$ cat src/rtl/radix_digit_converter_assert.svh
// Assertion macros for the radix digit converter.
// Each macro expects a clock named clk and an active low reset named rst_n in scope.
`ifndef RADIX_DIGIT_CONVERTER_ASSERT_SVH
`define RADIX_DIGIT_CONVERTER_ASSERT_SVH

// The consequent must hold in the same cycle as the antecedent.
`define RDC_ASSERT_SAME(label, ante, cons, msg) \
    label: assert property (@(posedge clk) disable iff (!rst_n) (ante) |-> (cons)) \
        else $error(msg);

// The consequent must hold in the cycle after the antecedent.
`define RDC_ASSERT_NEXT(label, ante, cons, msg) \
    label: assert property (@(posedge clk) disable iff (!rst_n) (ante) |=> (cons)) \
        else $error(msg);

`endif

$ cat src/rtl/rdc_pkg.sv
// Shared constants, types and helper functions for the radix digit converter.
// No dependencies; the controller, datapath, top, checker and testbench import it, and the interfaces use its widths.
package rdc_pkg;

    localparam int VALUE_WIDTH        = 32;
    localparam int RADIX_WIDTH        = 6;
    localparam int CHAR_WIDTH         = 7;
    localparam int VALUE_BITS_DEFAULT = 32;

    localparam logic [RADIX_WIDTH-1:0] RADIX_MIN     = 6'd2;
    localparam logic [RADIX_WIDTH-1:0] RADIX_MAX     = 6'd36;
    localparam logic [RADIX_WIDTH-1:0] DECIMAL_LIMIT = 6'd10;
    localparam logic [CHAR_WIDTH-1:0]  ZERO_CHAR     = 7'd48;
    localparam logic [CHAR_WIDTH-1:0]  LETTER_BASE   = 7'd65;
    localparam logic [CHAR_WIDTH-1:0]  ERROR_CHAR    = 7'd0;

    typedef struct packed {
        logic load;
        logic div_step;
        logic store_digit;
        logic read_digit;
        logic load_out;
        logic load_error;
    } rdc_cmd_t;

    typedef struct packed {
        logic radix_ok;
        logic div_last;
        logic quot_zero;
        logic ptr_zero;
        logic out_free;
    } rdc_status_t;

    function automatic logic radix_valid(input logic [RADIX_WIDTH-1:0] radix);
        return (radix >= RADIX_MIN) && (radix <= RADIX_MAX);
    endfunction

    function automatic logic [CHAR_WIDTH-1:0] char_of(input logic [RADIX_WIDTH-1:0] digit);
        logic [CHAR_WIDTH-1:0] digit_ext;
        digit_ext = {1'b0, digit};
        if (digit < DECIMAL_LIMIT)
        begin
            return ZERO_CHAR + digit_ext;
        end
        return LETTER_BASE + digit_ext - {1'b0, DECIMAL_LIMIT};
    endfunction

endpackage

$ cat src/rtl/rdc_in_if.sv
// Request channel carrying a value and a base into the converter.
// Depends on rdc_pkg for the field widths.
interface rdc_in_if;
    logic                             valid;
    logic                             ready;
    logic [rdc_pkg::VALUE_WIDTH-1:0]  value;
    logic [rdc_pkg::RADIX_WIDTH-1:0]  radix;

    modport source (output valid, output value, output radix, input ready);
    modport sink (input valid, input value, input radix, output ready);
endinterface

$ cat src/rtl/rdc_out_if.sv
// Result channel carrying one ASCII digit with its last and error flags.
// Depends on rdc_pkg for the field widths.
interface rdc_out_if;
    logic                            valid;
    logic                            ready;
    logic [rdc_pkg::CHAR_WIDTH-1:0]  digit_char;
    logic                            last;
    logic                            bad_radix;

    modport source (output valid, output digit_char, output last, output bad_radix, input ready);
    modport sink (input valid, input digit_char, input last, input bad_radix, output ready);
endinterface

$ cat src/rtl/rdc_controller.sv
// Sequencing state machine for the radix digit converter.
// Depends on rdc_pkg for the command and status structs.
module rdc_controller (
    input  logic                 clk,
    input  logic                 rst_n,
    input  logic                 in_valid,
    output logic                 in_ready,
    input  rdc_pkg::rdc_status_t status,
    output rdc_pkg::rdc_cmd_t    cmd
);
    import rdc_pkg::*;

    typedef enum logic [2:0] {
        ST_IDLE,
        ST_DIVIDE,
        ST_DIGIT,
        ST_READ,
        ST_EMIT,
        ST_ERROR
    } state_t;

    state_t state_reg;
    state_t state_next;
    logic   accept;

    assign in_ready = (state_reg == ST_IDLE);
    assign accept   = in_valid && in_ready;

    always_comb
    begin
        state_next = state_reg;
        cmd        = '0;
        case (state_reg)
            ST_IDLE:
            begin
                if (accept)
                begin
                    if (status.radix_ok)
                    begin
                        cmd.load   = 1'b1;
                        state_next = ST_DIVIDE;
                    end
                    else
                    begin
                        state_next = ST_ERROR;
                    end
                end
            end
            ST_DIVIDE:
            begin
                cmd.div_step = 1'b1;
                if (status.div_last)
                begin
                    state_next = ST_DIGIT;
                end
            end
            ST_DIGIT:
            begin
                cmd.store_digit = 1'b1;
                state_next      = status.quot_zero ? ST_READ : ST_DIVIDE;
            end
            ST_READ:
            begin
                cmd.read_digit = 1'b1;
                state_next     = ST_EMIT;
            end
            ST_EMIT:
            begin
                if (status.out_free)
                begin
                    cmd.load_out = 1'b1;
                    state_next   = status.ptr_zero ? ST_IDLE : ST_READ;
                end
            end
            ST_ERROR:
            begin
                if (status.out_free)
                begin
                    cmd.load_error = 1'b1;
                    state_next     = ST_IDLE;
                end
            end
            default:
            begin
                state_next = ST_IDLE;
            end
        endcase
    end

    always_ff @(posedge clk or negedge rst_n)
    begin
        if (!rst_n)
        begin
            state_reg <= ST_IDLE;
        end
        else
        begin
            state_reg <= state_next;
        end
    end

endmodule

$ cat src/rtl/rdc_datapath.sv
// Datapath of the radix digit converter: bit-serial divider, digit store and
// output register. Depends on rdc_pkg; driven by rdc_controller commands.
module rdc_datapath #(
    parameter int VALUE_BITS = rdc_pkg::VALUE_BITS_DEFAULT
) (
    input  logic                             clk,
    input  logic                             rst_n,
    input  logic [rdc_pkg::VALUE_WIDTH-1:0]  value,
    input  logic [rdc_pkg::RADIX_WIDTH-1:0]  radix,
    input  logic                             out_ready,
    output logic                             out_valid,
    output logic [rdc_pkg::CHAR_WIDTH-1:0]   out_char,
    output logic                             out_last,
    output logic                             out_bad,
    input  rdc_pkg::rdc_cmd_t                cmd,
    output rdc_pkg::rdc_status_t             status
);
    import rdc_pkg::*;

    localparam int IW = $clog2(VALUE_BITS);
    localparam int CW = $clog2(VALUE_BITS + 1);

    logic [VALUE_BITS-1:0]  quot_reg;
    logic [RADIX_WIDTH-1:0] base_reg;
    logic [RADIX_WIDTH-1:0] rem_reg;
    logic [IW-1:0]          bit_cnt_reg;
    logic [CW-1:0]          count_reg;
    logic [IW-1:0]          ptr_reg;
    logic [RADIX_WIDTH-1:0] rd_reg;
    logic                   out_valid_reg;
    logic [CHAR_WIDTH-1:0]  char_reg;
    logic                   last_reg;
    logic                   bad_reg;

    logic [RADIX_WIDTH-1:0] store_mem [VALUE_BITS];

    logic [RADIX_WIDTH:0]   trial;
    logic [RADIX_WIDTH:0]   diff;
    logic                   fits;
    logic [RADIX_WIDTH-1:0] rem_next;
    logic                   out_load;

    assign trial    = {rem_reg, quot_reg[VALUE_BITS-1]};
    assign diff     = trial - {1'b0, base_reg};
    assign fits     = (trial >= {1'b0, base_reg});
    assign rem_next = fits ? diff[RADIX_WIDTH-1:0] : trial[RADIX_WIDTH-1:0];
    assign out_load = cmd.load_out || cmd.load_error;

    assign status.radix_ok  = radix_valid(radix);
    assign status.div_last  = (bit_cnt_reg == IW'(VALUE_BITS - 1));
    assign status.quot_zero = (quot_reg == '0);
    assign status.ptr_zero  = (ptr_reg == '0);
    assign status.out_free  = !out_valid_reg || out_ready;

    assign out_valid = out_valid_reg;
    assign out_char  = char_reg;
    assign out_last  = last_reg;
    assign out_bad   = bad_reg;

    always_ff @(posedge clk or negedge rst_n)
    begin
        if (!rst_n)
        begin
            quot_reg      <= '0;
            count_reg     <= '0;
            out_valid_reg <= 1'b0;
        end
        else
        begin
            if (cmd.load)
            begin
                quot_reg  <= VALUE_BITS'(value);
                count_reg <= '0;
            end
            else if (cmd.div_step)
            begin
                quot_reg <= {quot_reg[VALUE_BITS-2:0], fits};
            end
            else if (cmd.store_digit)
            begin
                count_reg <= count_reg + CW'(1);
            end

            if (out_load)
            begin
                out_valid_reg <= 1'b1;
            end
            else if (out_ready)
            begin
                out_valid_reg <= 1'b0;
            end
        end
    end

    always_ff @(posedge clk)
    begin
        if (cmd.load)
        begin
            base_reg    <= radix;
            rem_reg     <= '0;
            bit_cnt_reg <= '0;
        end
        else if (cmd.div_step)
        begin
            rem_reg     <= rem_next;
            bit_cnt_reg <= bit_cnt_reg + IW'(1);
        end
        else if (cmd.store_digit)
        begin
            store_mem[count_reg[IW-1:0]] <= rem_reg;
            ptr_reg                      <= count_reg[IW-1:0];
            rem_reg                      <= '0;
            bit_cnt_reg                  <= '0;
        end
        else if (cmd.load_out)
        begin
            ptr_reg <= ptr_reg - IW'(1);
        end

        if (cmd.read_digit)
        begin
            rd_reg <= store_mem[ptr_reg];
        end

        if (cmd.load_out)
        begin
            char_reg <= char_of(rd_reg);
            last_reg <= status.ptr_zero;
            bad_reg  <= 1'b0;
        end
        else if (cmd.load_error)
        begin
            char_reg <= ERROR_CHAR;
            last_reg <= 1'b1;
            bad_reg  <= 1'b1;
        end
    end

endmodule

$ cat src/rtl/radix_digit_converter.sv
// Radix digit converter: turns an unsigned value into ASCII digits of a base.
// Each request on operand carries value and radix; results leave on digits as
// one character per transfer, most significant digit first, last set on the
// final character. A value of zero gives the single character '0'. A radix
// outside 2 to 36 gives one result with digit_char zero, last and bad_radix set.
// Each digit is found by the one-bit-per-cycle divider, which shifts through
// the whole quotient and then writes the remainder to the digit store; each
// character is then read from the store and loaded into the output register.
// A bad radix sends the state machine to its error state, which loads the
// error result into the output register once that register is free.
// A new request is taken once the previous conversion has loaded its final
// character, even while that character still waits in the output register.
// If the receiver stalls, emission pauses with the pending character held.
// Reset clears the state machine, the output valid, the quotient and the count;
// the digit store needs no clearing because each conversion writes before reading.
// Depends on rdc_pkg, rdc_in_if, rdc_out_if, rdc_controller, rdc_datapath and
// radix_digit_converter_assert.svh.
module radix_digit_converter #(
    parameter int VALUE_BITS = rdc_pkg::VALUE_BITS_DEFAULT
) (
    input logic       clk,
    input logic       rst_n,
    rdc_in_if.sink    operand,
    rdc_out_if.source digits
);
    import rdc_pkg::*;

    `include "radix_digit_converter_assert.svh"

    rdc_cmd_t    cmd;
    rdc_status_t status;
    logic        in_ready;

    assign operand.ready = in_ready;

    rdc_controller u_controller (
        .clk      (clk),
        .rst_n    (rst_n),
        .in_valid (operand.valid),
        .in_ready (in_ready),
        .status   (status),
        .cmd      (cmd)
    );

    rdc_datapath #(
        .VALUE_BITS (VALUE_BITS)
    ) u_datapath (
        .clk       (clk),
        .rst_n     (rst_n),
        .value     (operand.value),
        .radix     (operand.radix),
        .out_ready (digits.ready),
        .out_valid (digits.valid),
        .out_char  (digits.digit_char),
        .out_last  (digits.last),
        .out_bad   (digits.bad_radix),
        .cmd       (cmd),
        .status    (status)
    );

    `RDC_ASSERT_NEXT(busy_after_request, operand.valid && operand.ready, !operand.ready,
        "request accepted while a conversion was still running")
    `RDC_ASSERT_SAME(no_overwrite_on_stall, digits.valid && !digits.ready,
        !cmd.load_out && !cmd.load_error, "output register overwritten during a stall")
    `RDC_ASSERT_SAME(error_result_form, digits.valid && digits.bad_radix,
        digits.last && (digits.digit_char == ERROR_CHAR), "malformed bad radix result")
    `RDC_ASSERT_NEXT(bad_radix_goes_to_error, operand.valid && operand.ready && !status.radix_ok,
        !cmd.div_step && !cmd.store_digit, "divider started for a bad radix")

endmodule

$ cat src/flat_wrapper.sv
// flat-port wrapper written by rule: the top's interface ports become plain ports
module radix_digit_converter_flat import rdc_pkg::*;
#(
    parameter int VALUE_BITS = rdc_pkg::VALUE_BITS_DEFAULT
)
  (clk, rst_n, operand_valid, operand_value, operand_radix, operand_ready, digits_valid, digits_digit_char, digits_last, digits_bad_radix, digits_ready);
  rdc_in_if operand_i ();
  rdc_out_if digits_i ();
  input logic clk;
  input logic rst_n;
  input wire logic [$bits(operand_i.valid)-1:0] operand_valid;
  input wire logic [$bits(operand_i.value)-1:0] operand_value;
  input wire logic [$bits(operand_i.radix)-1:0] operand_radix;
  output wire logic [$bits(operand_i.ready)-1:0] operand_ready;
  output wire logic [$bits(digits_i.valid)-1:0] digits_valid;
  output wire logic [$bits(digits_i.digit_char)-1:0] digits_digit_char;
  output wire logic [$bits(digits_i.last)-1:0] digits_last;
  output wire logic [$bits(digits_i.bad_radix)-1:0] digits_bad_radix;
  input wire logic [$bits(digits_i.ready)-1:0] digits_ready;
  assign operand_i.valid = operand_valid;
  assign operand_i.value = operand_value;
  assign operand_i.radix = operand_radix;
  assign operand_ready = operand_i.ready;
  assign digits_valid = digits_i.valid;
  assign digits_digit_char = digits_i.digit_char;
  assign digits_last = digits_i.last;
  assign digits_bad_radix = digits_i.bad_radix;
  assign digits_i.ready = digits_ready;
  radix_digit_converter #(.VALUE_BITS(VALUE_BITS)) u_core (.clk(clk), .rst_n(rst_n), .operand(operand_i), .digits(digits_i));
endmodule
$ cat config.mk
export PLATFORM = sky130hd
export DESIGN_NAME = radix_digit_converter_flat
export DESIGN_NICKNAME = d
export VERILOG_FILES = /design/src/rtl/rdc_pkg.sv /design/src/rtl/rdc_in_if.sv /design/src/rtl/rdc_out_if.sv /design/src/rtl/rdc_controller.sv /design/src/rtl/rdc_datapath.sv /design/src/rtl/radix_digit_converter.sv /design/src/flat_wrapper.sv
export VERILOG_INCLUDE_DIRS = /design/src /design/src/rtl
export SDC_FILE = /design/constraint.sdc
export NUM_CORES = 1
export LEC_CHECK = 0
export BUFFER_PORTS_ARGS = -buffer_cell sky130_fd_sc_hd__buf_2
export CAP_MARGIN = 20
export CORE_MARGIN = 5
export CORE_UTILIZATION = 40
export CTS_BUF_LIST = sky130_fd_sc_hd__clkbuf_4 sky130_fd_sc_hd__clkbuf_8
export DETAILED_ROUTE_END_ITERATION = 12
export SLEW_MARGIN = 20
export SYNTH_ARGS = -nofsm -noshare
export SYNTH_HDL_FRONTEND = slang
export SYNTH_HIERARCHICAL = 1
export SYNTH_SLANG_ARGS = --single-unit
export TNS_END_PERCENT = 50
$ cat constraint.sdc
create_clock -name clk -period 2.67 [get_ports clk]
set_input_delay 0.534 -clock clk [delete_from_list [all_inputs] [get_ports clk]]
set_output_delay 0.534 -clock clk [all_outputs]
set_load 0.005 [all_outputs]
==> impl_metrics.csv, run 1 <==
group,metric,value,unit
global_route,grt_max_degree,72,
setup_path,arrival,2690,ps
setup_path,critical_path.max_fanout,30,
final_layout,multi_input_area,3508,sq um
setup_path,crit_start,"u_core/u_datapath/ptr_reg[0]",
die,coreArea,28630,sq um
logic_synthesis,synthArstFlopShare,15.19,%
timing,fin_worst_skew,23.55,ps
logic_synthesis,synth_top_cell_area_share,56.48,%
final_layout,final_layout_size_suffix_gt1_share,23.20,%
clock_tree,postCtsHoldBufs,0,
logic_synthesis,ys_seq_area_share,67.45,%
timing,max_freq,0.4089,GHz
setup_path,start_kind,"flop",
clock_tree,post_cts_resized,0,
final_layout,fillers,2557,
logic_synthesis,synth_enable_flop_cells,217,
final_layout,area_delta_synth_final,17.37,%
timing,finalHoldViolCount,0,
logic_synthesis,synth_top_cell_by_area,"edfxtp_1",
outcome,outcome,"finished clean",
logic_synthesis,ys_seq_elements,270,
final_layout,finish.instance_area,13540,sq um
timing,max_slew_margin,37.99,%
die,die_area,32340,sq um
clock_tree,cts_buffers,45,
timing,fin_tns_setup,0,ps
setup_path,r2r_start,"u_core/u_datapath/ptr_reg[0]",
logic_synthesis,syn_avg_cell_area,14.33,sq um
final_layout,final_cells,1345,
timing,rsz0062_at_grt,"false",
global_route,overflow,0,
place,io_buffer_count,52,
routing,drcViolationCount,0,
setup_path,endpoint,"u_core/u_datapath/rd_reg[0]",
final_layout,final-seq-area,7782,sq um
global_route,grt_pass1_vias,7018,
worst_hold_path,hold_path_class,"input pin to asynchronous set/reset pin",
place,gp_congestion,0.8158,
setup_path,cp.required,2910,ps
setup_path,rrSetupSlack,220,ps
timing,hold-worst-slack,135.7,ps
logic_synthesis,synth.most_common_cell,"edfxtp_1",
logic_synthesis,ys.warnings.count,6,
routing,vias_per_cell,5.103,
final_layout,largest_register_ffs,192,
logic_synthesis,ys_top_cells_by_count,"217 x edfxtp_1, 87 x mux2i_1, 72 x nand2_1",
logic_synthesis,synth_nets,864,
routing,num_vias,6863,
place,postPlaceCellArea,12610,sq um
timing,setup_viol,0,
global_route,grt_pass1_wl,38550,um
routing,wl_per_cell,18.40,um
pwr,leakage,0.005115,uW
final_layout,insertedDiodeCount,0,
clock_tree,clk_latency,540,ps
pwr,peakVddDrop,542.8,uV
die,die_w,179.8,um
clock_tree,cts_tree,"yes",
global_route,antenna_found_initial,0,
clock_tree,cts.sinks,270,
clock_tree,clk_pin_slew_worst_paths,60,ps
routing,antenna_left,0,
logic_synthesis,synth-main-ff-cell,"edfxtp_1",
pwr,powerDensity,888.4,nW/um^2
setup_path,r2r_cells,5,
global_route,grt.total_usage,14.97,%
routing,drt_iter0_drc,517,
logic_synthesis,syn-cell-area,11540,sq um
timing,slew_violations,0,
die,start_util,40.31,%
place,dp_cells,1264,
clock_tree,clock_path_buffers,3,
clock_tree,cts_root_buffer,"clkbuf_8",
place,dp_hpwl,16040,um
timing,worst_pin_slew,930.2,ps
routing,wl,24750,um
run,cap_violations,0,
die,io_pins,53,
timing,fin_crit_sh,91.60,%
die,die_y,179.8,um
routing,drt-pass1-iter-count,7,
die,num_rows,62,
setup_path,r2r_end,"u_core/u_datapath/rd_reg[0]",
setup_path,path_class,"flop to flop",
logic_synthesis,synthCells,805,
logic_synthesis,synth.area.top_cells,"edfxtp_1 56%, dfrtp_1 8.9%, mux2i_1 7.5%",
clock_tree,postCtsSetupBuffers,0,
setup_path,critPathCaptureType,"flop",
logic_synthesis,yosysUniqueCellTypes,55,
clock_tree,htree_levels,2,
timing,period_needed,2446,ps
final_layout,nNetsFinal,986,
-- metrics by stage --
| stage | utilization [%] | total power [uW] | worst slack [ps] |
|---|---|---|---|
| floorplan | - | 7538 | 313.6 |
| finish | 47.31 | 12030 | 224.2 |
| global route | 47.31 | 12730 | 213.6 |
| global placement | 44.06 | 8454 | 242.3 |
| detailed placement | 44.06 | 8466 | 183.7 |
| CTS | 47.31 | 12180 | 304.0 |
-- cell families (layout without fill, tap and decap cells) --
family,Yosys count,after routing,synth area share [%]
compound gates,113,113,5.910
simple gates,218,218,8.871
fa+ha+maj,17,17,1.909
mux,113,113,12.53
flops,270,270,67.45
buf+inv,59,215,2.191
xor+xnor,15,15,1.139
-- layout make-up --
cell class                 instances  share of cell area [%]
multi-input combinational        476                   25.91
sequential                       270                   57.47
inverter                          19                  0.5267
clock buffer                      71                   6.292
timing repair buffer             115                   5.692
clock inverter                    10                  0.5636
tap                              384                   3.548
-- worst min-delay path by stage --
stage | from | to | slack [ps] | cells after the start
after floorplan | rst_n | u_core/u_controller/state_reg[0] | 240 | 0
after global placement | u_core/u_datapath/out_bad | u_core/u_datapath/out_bad | 460 | 2
after detailed placement | u_core/u_datapath/out_bad | u_core/u_datapath/out_bad | 470 | 2
after CTS | rst_n | u_core/u_datapath/out_valid | 140 | 1
after global routing | operand_radix[4] | u_core/u_datapath/base_reg[4] | 150 | 1
final | rst_n | u_core/u_datapath/out_valid | 140 | 1
-- report_power, final --
group	leakage (uW)	total, uW	switching [uW]	internal, uW
Clock	0.000496	3680	1560	2120
Sequential	0.00258	5710	321	5390
Combinational	0.00204	2640	1630	1020
-- critical path: stages, from the launching register on --
cell,delay [ps]
edfxtp_1,370
buf_12,230
mux4_1,610
a22o_1,220
a221oi_1,450
nand3_1,220
-- routing by layer --
layer  vias to the layer above  routed length (um)  track usage [%]  share of wire [%]
met4                         0                 451            4.389                1.8
met5                         -                   0                0                  0
li1                       3290                   -                -                  -
met2                       182               12110            25.26                 49
met1                      3347               10880            19.81                 44
met3                        44                1306            2.951                5.3
-- layout by cell type (no fill, tap or decap), types with 5 or more instances in the layout --
| cell type | n |
|---|---|
| dfrtp_1 | 41 |
| xor2_1 | 7 |
| nor2b_1 | 6 |
| a22o_1 | 6 |
| xnor2_1 | 8 |
| a22oi_1 | 13 |
| o21ai_0 | 46 |
| mux2i_1 | 87 |
| nand2_1 | 72 |
| nor3_1 | 8 |
| and2_1 | 7 |
| nand2b_1 | 5 |
| buf_2 | 52 |
| a221oi_1 | 6 |
| a21oi_1 | 27 |
| nor2_1 | 62 |
| mux4_2 | 21 |
| clkbuf_4 | 20 |
| clkbuf_8 | 51 |
| ha_1 | 16 |
| nand3_1 | 23 |
| nor4_1 | 8 |
| buf_4 | 60 |
| edfxtp_1 | 217 |
| dfxtp_1 | 12 |
| inv_1 | 19 |
| nand3b_1 | 5 |
No activity file was read; power rests on OpenSTA's default activity.
==> run 2: changes to the inputs <==
--- a/config.mk
+++ b/config.mk
@@ -12,6 +12,8 @@
 export CORE_UTILIZATION = 40
 export CTS_BUF_LIST = sky130_fd_sc_hd__clkbuf_4 sky130_fd_sc_hd__clkbuf_8
 export DETAILED_ROUTE_END_ITERATION = 12
+export PLACE_DENSITY = 0.62
+export SKIP_LAST_GASP = 1
 export SLEW_MARGIN = 20
 export SYNTH_ARGS = -nofsm -noshare
 export SYNTH_HDL_FRONTEND = slang
==> impl_metrics.csv, run 2 (synthesis gave the netlist of run 1 again) <==
group,metric,value,unit
timing,rsz0062_at_grt,"false",
routing,vias_per_cell,5.091,
global_route,grt_pass1_wl,38960,um
final_layout,final-seq-area,7782,sq um
die,coreArea,28630,sq um
pwr,peakVddDrop,566.3,uV
timing,fin_tns_setup,0,ps
global_route,antenna_found_initial,0,
die,start_util,40.31,%
clock_tree,cts_root_buffer,"clkbuf_8",
final_layout,nNetsFinal,986,
timing,setup_viol,0,
routing,drcViolationCount,0,
timing,max_slew_margin,37.43,%
place,dp_hpwl,15910,um
setup_path,r2r_end,"u_core/u_datapath/rd_reg[1]",
setup_path,crit_buf_inv,1,
worst_hold_path,hold_path_class,"input pin to asynchronous set/reset pin",
timing,fin_crit_sh,89.38,%
die,die_w,179.8,um
timing,max_freq,0.4190,GHz
setup_path,cp.required,2910,ps
setup_path,rrSetupSlack,280,ps
die,die_area,32340,sq um
setup_path,r2r_cells,5,
global_route,overflow,0,
global_route,grt_max_degree,61,
final_layout,final_cells,1345,
clock_tree,clk_pin_slew_worst_paths,60,ps
final_layout,multi_input_area,3508,sq um
routing,wl_per_cell,18.31,um
setup_path,cp_cell_sequence,"buf_12, mux4_1, a22o_1, a221oi_1, nand3_1",
setup_path,arrival,2630,ps
setup_path,cp_slowest_cell,"mux4_1",
final_layout,fillers,2508,
routing,wl,24630,um
outcome,outcome,"finished clean",
place,io_buffer_count,52,
clock_tree,postCtsHoldBufs,0,
die,die_y,179.8,um
pwr,powerDensity,881.4,nW/um^2
final_layout,insertedDiodeCount,0,
global_route,grt_pass1_vias,7086,
clock_tree,cts.sinks,270,
setup_path,path_class,"flop to flop",
setup_path,critical-path-top-delay-family,"compound AO/OA/AOI/OAI gates",
timing,finalHoldViolCount,0,
setup_path,critPathCaptureType,"flop",
routing,num_vias,6848,
final_layout,final_layout_size_suffix_gt1_share,22.27,%
setup_path,r2r_start,"u_core/u_datapath/ptr_reg[0]",
final_layout,area_delta_synth_final,17.12,%
run,cap_violations,0,
clock_tree,cts_tree,"yes",
timing,worst_pin_slew,938.5,ps
setup_path,start_kind,"flop",
timing,fin_worst_skew,24.78,ps
timing,slew_violations,0,
routing,drt-pass1-iter-count,4,
routing,antenna_left,0,
clock_tree,htree_levels,2,
final_layout,largest_register_ffs,192,
global_route,grt.total_usage,15.14,%
setup_path,critPathMaxStageDelay,610,ps
die,io_pins,53,
clock_tree,cts_buffers,44,
pwr,leakage,0.005095,uW
clock_tree,post_cts_resized,0,
setup_path,critical_path.max_fanout,30,
final_layout,layout_common_cells,"217 x edfxtp_1, 87 x mux2i_1, 72 x nand2_1",
timing,period_needed,2387,ps
place,dp_cells,1265,
routing,drt_iter0_drc,443,
clock_tree,clk_latency,540,ps
final_layout,layout_commonest_cell,"edfxtp_1",
clock_tree,postCtsSetupBuffers,0,
clock_tree,clock_path_buffers,3,
die,num_rows,62,
place,gp_congestion,0.8234,
## run 2: where the power goes
part           internal, uW  switching (uW)  total (uW)
clock                  1990            1530        3520
combinational          1020            1660        2680
sequential             5390             324        5710
## run 2: worst max-delay path by stage
stage                            startpoint                            endpoint  slack (ps)  cells after the start
3_5_place_dp               operand_radix[5]        u_core/u_datapath/ptr_reg[3]         180                      7
6_report       u_core/u_datapath/ptr_reg[0]         u_core/u_datapath/rd_reg[1]         280                      5
4_1_cts        u_core/u_datapath/ptr_reg[0]         u_core/u_datapath/rd_reg[4]         340                      5
2_1_floorplan              operand_radix[5]        u_core/u_datapath/ptr_reg[0]         310                      6
3_3_place_gp               operand_radix[5]  u_core/u_datapath/store_mem[17][2]         190                     11
5_1_grt        u_core/u_datapath/ptr_reg[0]         u_core/u_datapath/rd_reg[4]         200                      5
## run 2: area by class of cell
cell class / count / area share, %
Sequential cell: 270 / 57.59
Tap cell: 384 / 3.556
Multi-Input combinational cell: 476 / 25.96
Inverter: 19 / 0.5278
Timing Repair Buffer: 116 / 5.852
Clock buffer: 59 / 5.454
Clock inverter: 21 / 1.056
## run 2: metrics by stage
stage / setup WS (ps) / power [uW] / area, sq um / util, % / hold slack (ps)
after global placement: 190.3 / 8442 / 12630 / 44.13 / 459.3
final: 283.4 / 11910 / 13510 / 47.21 / 134.9
after detailed placement: 182.5 / 8487 / 12630 / 44.13 / 468.1
after floorplan: 313.6 / 7538 / 11540 / - / 238.4
after global routing: 203.9 / 12640 / 13510 / 47.21 / 164.2
after CTS: 336.6 / 12060 / 13510 / 47.21 / 138.5
## run 2: metal layers
metal / share of wire (%) / vias up / track usage, %
li1: - / 3281 / -
met1: 43 / 3338 / 20.46
met2: 49 / 180 / 24.55
met3: 5.3 / 49 / 2.546
met4: 2.8 / 0 / 6.126
met5: 0 / - / 0
==> run 3: changes to the inputs <==
--- a/config.mk
+++ b/config.mk
@@ -12,7 +12,7 @@
 export CORE_UTILIZATION = 40
 export CTS_BUF_LIST = sky130_fd_sc_hd__clkbuf_4 sky130_fd_sc_hd__clkbuf_8
 export DETAILED_ROUTE_END_ITERATION = 12
-export PLACE_DENSITY = 0.62
+export PLACE_DENSITY = 0.64
 export SKIP_LAST_GASP = 1
 export SLEW_MARGIN = 20
 export SYNTH_ARGS = -nofsm -noshare
==> constraint.sdc (replaced) <==
create_clock -name clk -period 1.95 [get_ports clk]
set_input_delay 0.39 -clock clk [delete_from_list [all_inputs] [get_ports clk]]
set_output_delay 0.39 -clock clk [all_outputs]
set_load 0.005 [all_outputs]
==> impl_metrics.csv, run 3 (synthesis gave the netlist of run 1 again) <==
group,metric,value,unit
run,cap_violations,0,
pwr,intPower,11930,uW
final_layout,final-seq-area,7785,sq um
pwr,switching_share,29.64,%
routing,drt-pass1-iter-count,5,
clock_tree,cts_root_buffer,"clkbuf_8",
final_layout,layout_common_cells,"217 x edfxtp_1, 87 x mux2i_1, 68 x nand2_1",
worst_hold_path,min_from,"operand_radix[0]",
die,die_y,179.8,um
timing,max_freq,0.4564,GHz
clock_tree,clk_pin_slew_worst_paths,60,ps
place,dp_hpwl,16150,um
final_layout,final_layout_size_suffix_gt1_share,29.50,%
routing,drcViolationCount,0,
global_route,grt.busiest_layer,"met2",
clock_tree,cts.sinks,270,
worst_hold_path,hold_depth,1,
setup_path,critical_path.max_fanout,5,
final_layout,nNetsFinal,991,
final_layout,layout_commonest_cell,"edfxtp_1",
final_layout,multi_input_area,3910,sq um
pwr,leakage,0.005171,uW
die,die_area,32340,sq um
clock_tree,cts_buffers,45,
routing,wl_per_cell,18.93,um
setup_path,r2r_cells,7,
timing,slew_violations,0,
pwr,p_seq_share,46.1,%
setup_path,critPathCaptureType,"flop",
die,coreArea,28630,sq um
timing,fin_tns_setup,-1032,ps
pwr,peakVddDrop,634.1,uV
final_layout,fillers,2455,
setup_path,cp_slowest_cell,"mux4_2",
global_route,grt_util_met1,20.37,%
setup_path,critPathMaxStageDelay,520,ps
die,die_w,179.8,um
final_layout,finish.instance_area,14070,sq um
global_route,grt_pass1_vias,7244,
timing,rsz0062_at_grt,"true",
timing,fin_worst_skew,25.16,ps
place,postPlaceCellArea,12930,sq um
clock_tree,clock_path_buffers,3,
outcome,outcome,"finished, violations left",
pwr,powerDensity,1205,nW/um^2
pwr,p_switching,5026,uW
place,io_buffer_count,52,
setup_path,cp_cell_sequence,"buf_6, buf_12, mux4_2, a22o_1, a221oi_2, buf_4, nand3_2",
setup_path,crit_buf_inv,3,
outcome,failed_checks,"negative setup slack",
place,place_ws,-356.9,ps
pwr,pwr-share-comb,24.2,%
routing,antenna_left,0,
clock_tree,htree_levels,2,
timing,worst_pin_slew,663.0,ps
pwr,clkPwrFrac,29.7,%
global_route,overflow,0,
die,num_rows,62,
timing,fin_crit_sh,112.4,%
timing,max_slew_margin,55.56,%
setup_path,critical-path-top-delay-family,"compound AO/OA/AOI/OAI gates",
timing,period_needed,2191,ps
die,start_util,40.31,%
final_layout,insertedDiodeCount,0,
setup_path,path_class,"flop to flop",
setup_path,start_kind,"flop",
global_route,antenna_found_initial,0,
clock_tree,cts_tree,"yes",
routing,num_vias,7027,
setup_path,r2r_end,"u_core/u_datapath/rd_reg[4]",
clock_tree,clk_latency,550,ps
timing,hold-worst-slack,42.35,ps
setup_path,arrival,2490,ps
global_route,met2_usage,26.21,%
timing,setup_viol,6,
global_route,met3_usage,3.032,%
global_route,grt.total_usage,15.47,%
routing,wl,25550,um
global_route,grt_pass1_wl,40040,um
routing,drt_iter0_drc,509,
worst_hold_path,worst_hold_path.endpoint,"u_core/u_datapath/base_reg[0]",
setup_path,path_depth,7,
timing,setup_ws,-241.1,ps
global_route,grt_max_degree,66,
worst_hold_path,hold_path_class,"input pin to flop",
place,gp_congestion,0.8401,
setup_path,rrSetupSlack,-240,ps
routing,vias_per_cell,5.205,
pwr,power.total,16960,uW
timing,finalHoldViolCount,0,
final_layout,largest_register_ffs,192,
setup_path,r2r_start,"u_core/u_datapath/ptr_reg[0]",
final_layout,area_delta_synth_final,21.96,%
die,io_pins,53,
setup_path,cp.required,2250,ps
==> run 3: layout make-up <==
type / count / area share (%)
clock buffer: 65 / 5.646
clock inverter: 16 / 0.8803
inverter: 19 / 0.5068
multi-input combinational: 476 / 27.79
sequential: 270 / 55.33
tap: 384 / 3.415
timing repair buffer: 120 / 6.438
==> run 3: layer usage <==
layer  routed length (um)  vias up  share of wire, %
li1                     -     3306                 -
met1                10920     3476                43
met2                12690      194                50
met3                 1323       51               5.2
met4                  618        0               2.4
met5                    0        -                 0
==> run 3: how the worst max path moves through the flow <==
stage / slack, ps / endpoint / start
after detailed placement: -360 / u_core/u_datapath/rd_reg[1] / u_core/u_datapath/ptr_reg[0]
after global routing: -280 / u_core/u_datapath/rd_reg[4] / u_core/u_datapath/ptr_reg[0]
after floorplan: -100 / u_core/u_datapath/store_mem[26][0] / u_core/u_controller/state_reg[2]
after CTS: -230 / u_core/u_datapath/rd_reg[2] / u_core/u_datapath/ptr_reg[0]
after global placement: -310 / u_core/u_datapath/rd_reg[2] / u_core/u_datapath/ptr_reg[0]
final: -240 / u_core/u_datapath/rd_reg[4] / u_core/u_datapath/ptr_reg[0]
==> run 3: stage by stage <==
stage / utilization, % / instances
finish: 49.16 / 1350
global route: 49.16 / 1350
CTS: 48.89 / 1346
detailed placement: 45.16 / 1261
global placement: 45.16 / 1261
floorplan: - / 805
==> run 3: power groups by stage <==
| stage | Sequential (uW) | Clock [uW] | Combinational, uW |
|---|---|---|---|
| 2_1_floorplan | 8080 | 0 | 2310 |
| 3_3_place_gp | 7910 | 0 | 3890 |
| 3_5_place_dp | 7930 | 0 | 3940 |
| 4_1_cts | 7820 | 5170 | 4020 |
| 5_1_grt | 7900 | 5490 | 4550 |
| 6_report | 7820 | 5030 | 4100 |
==> run 3: worst register-to-register path, delay by kind of cell (launching register included) <==
kind                   cells  cell delay, ps
muxes                      1             530
buffers and inverters      3             450
and+or+nand+nor            1              80
AOI/OAI and AO/OA          2             540
DFF                        1             340
==> run 3: timing repair <==
| action | CTS | global route |
|---|---|---|
| endpoints found under the hold margin | 17 | 0 |
| setup endpoints to repair | 69 | 209 |
| gates cloned | 1 | 1 |
| pin swaps | 10 | 8 |
| hold buffers | 1 | 0 |
| resized for setup | 18 | 15 |
| buffers inserted | 4 | 4 |
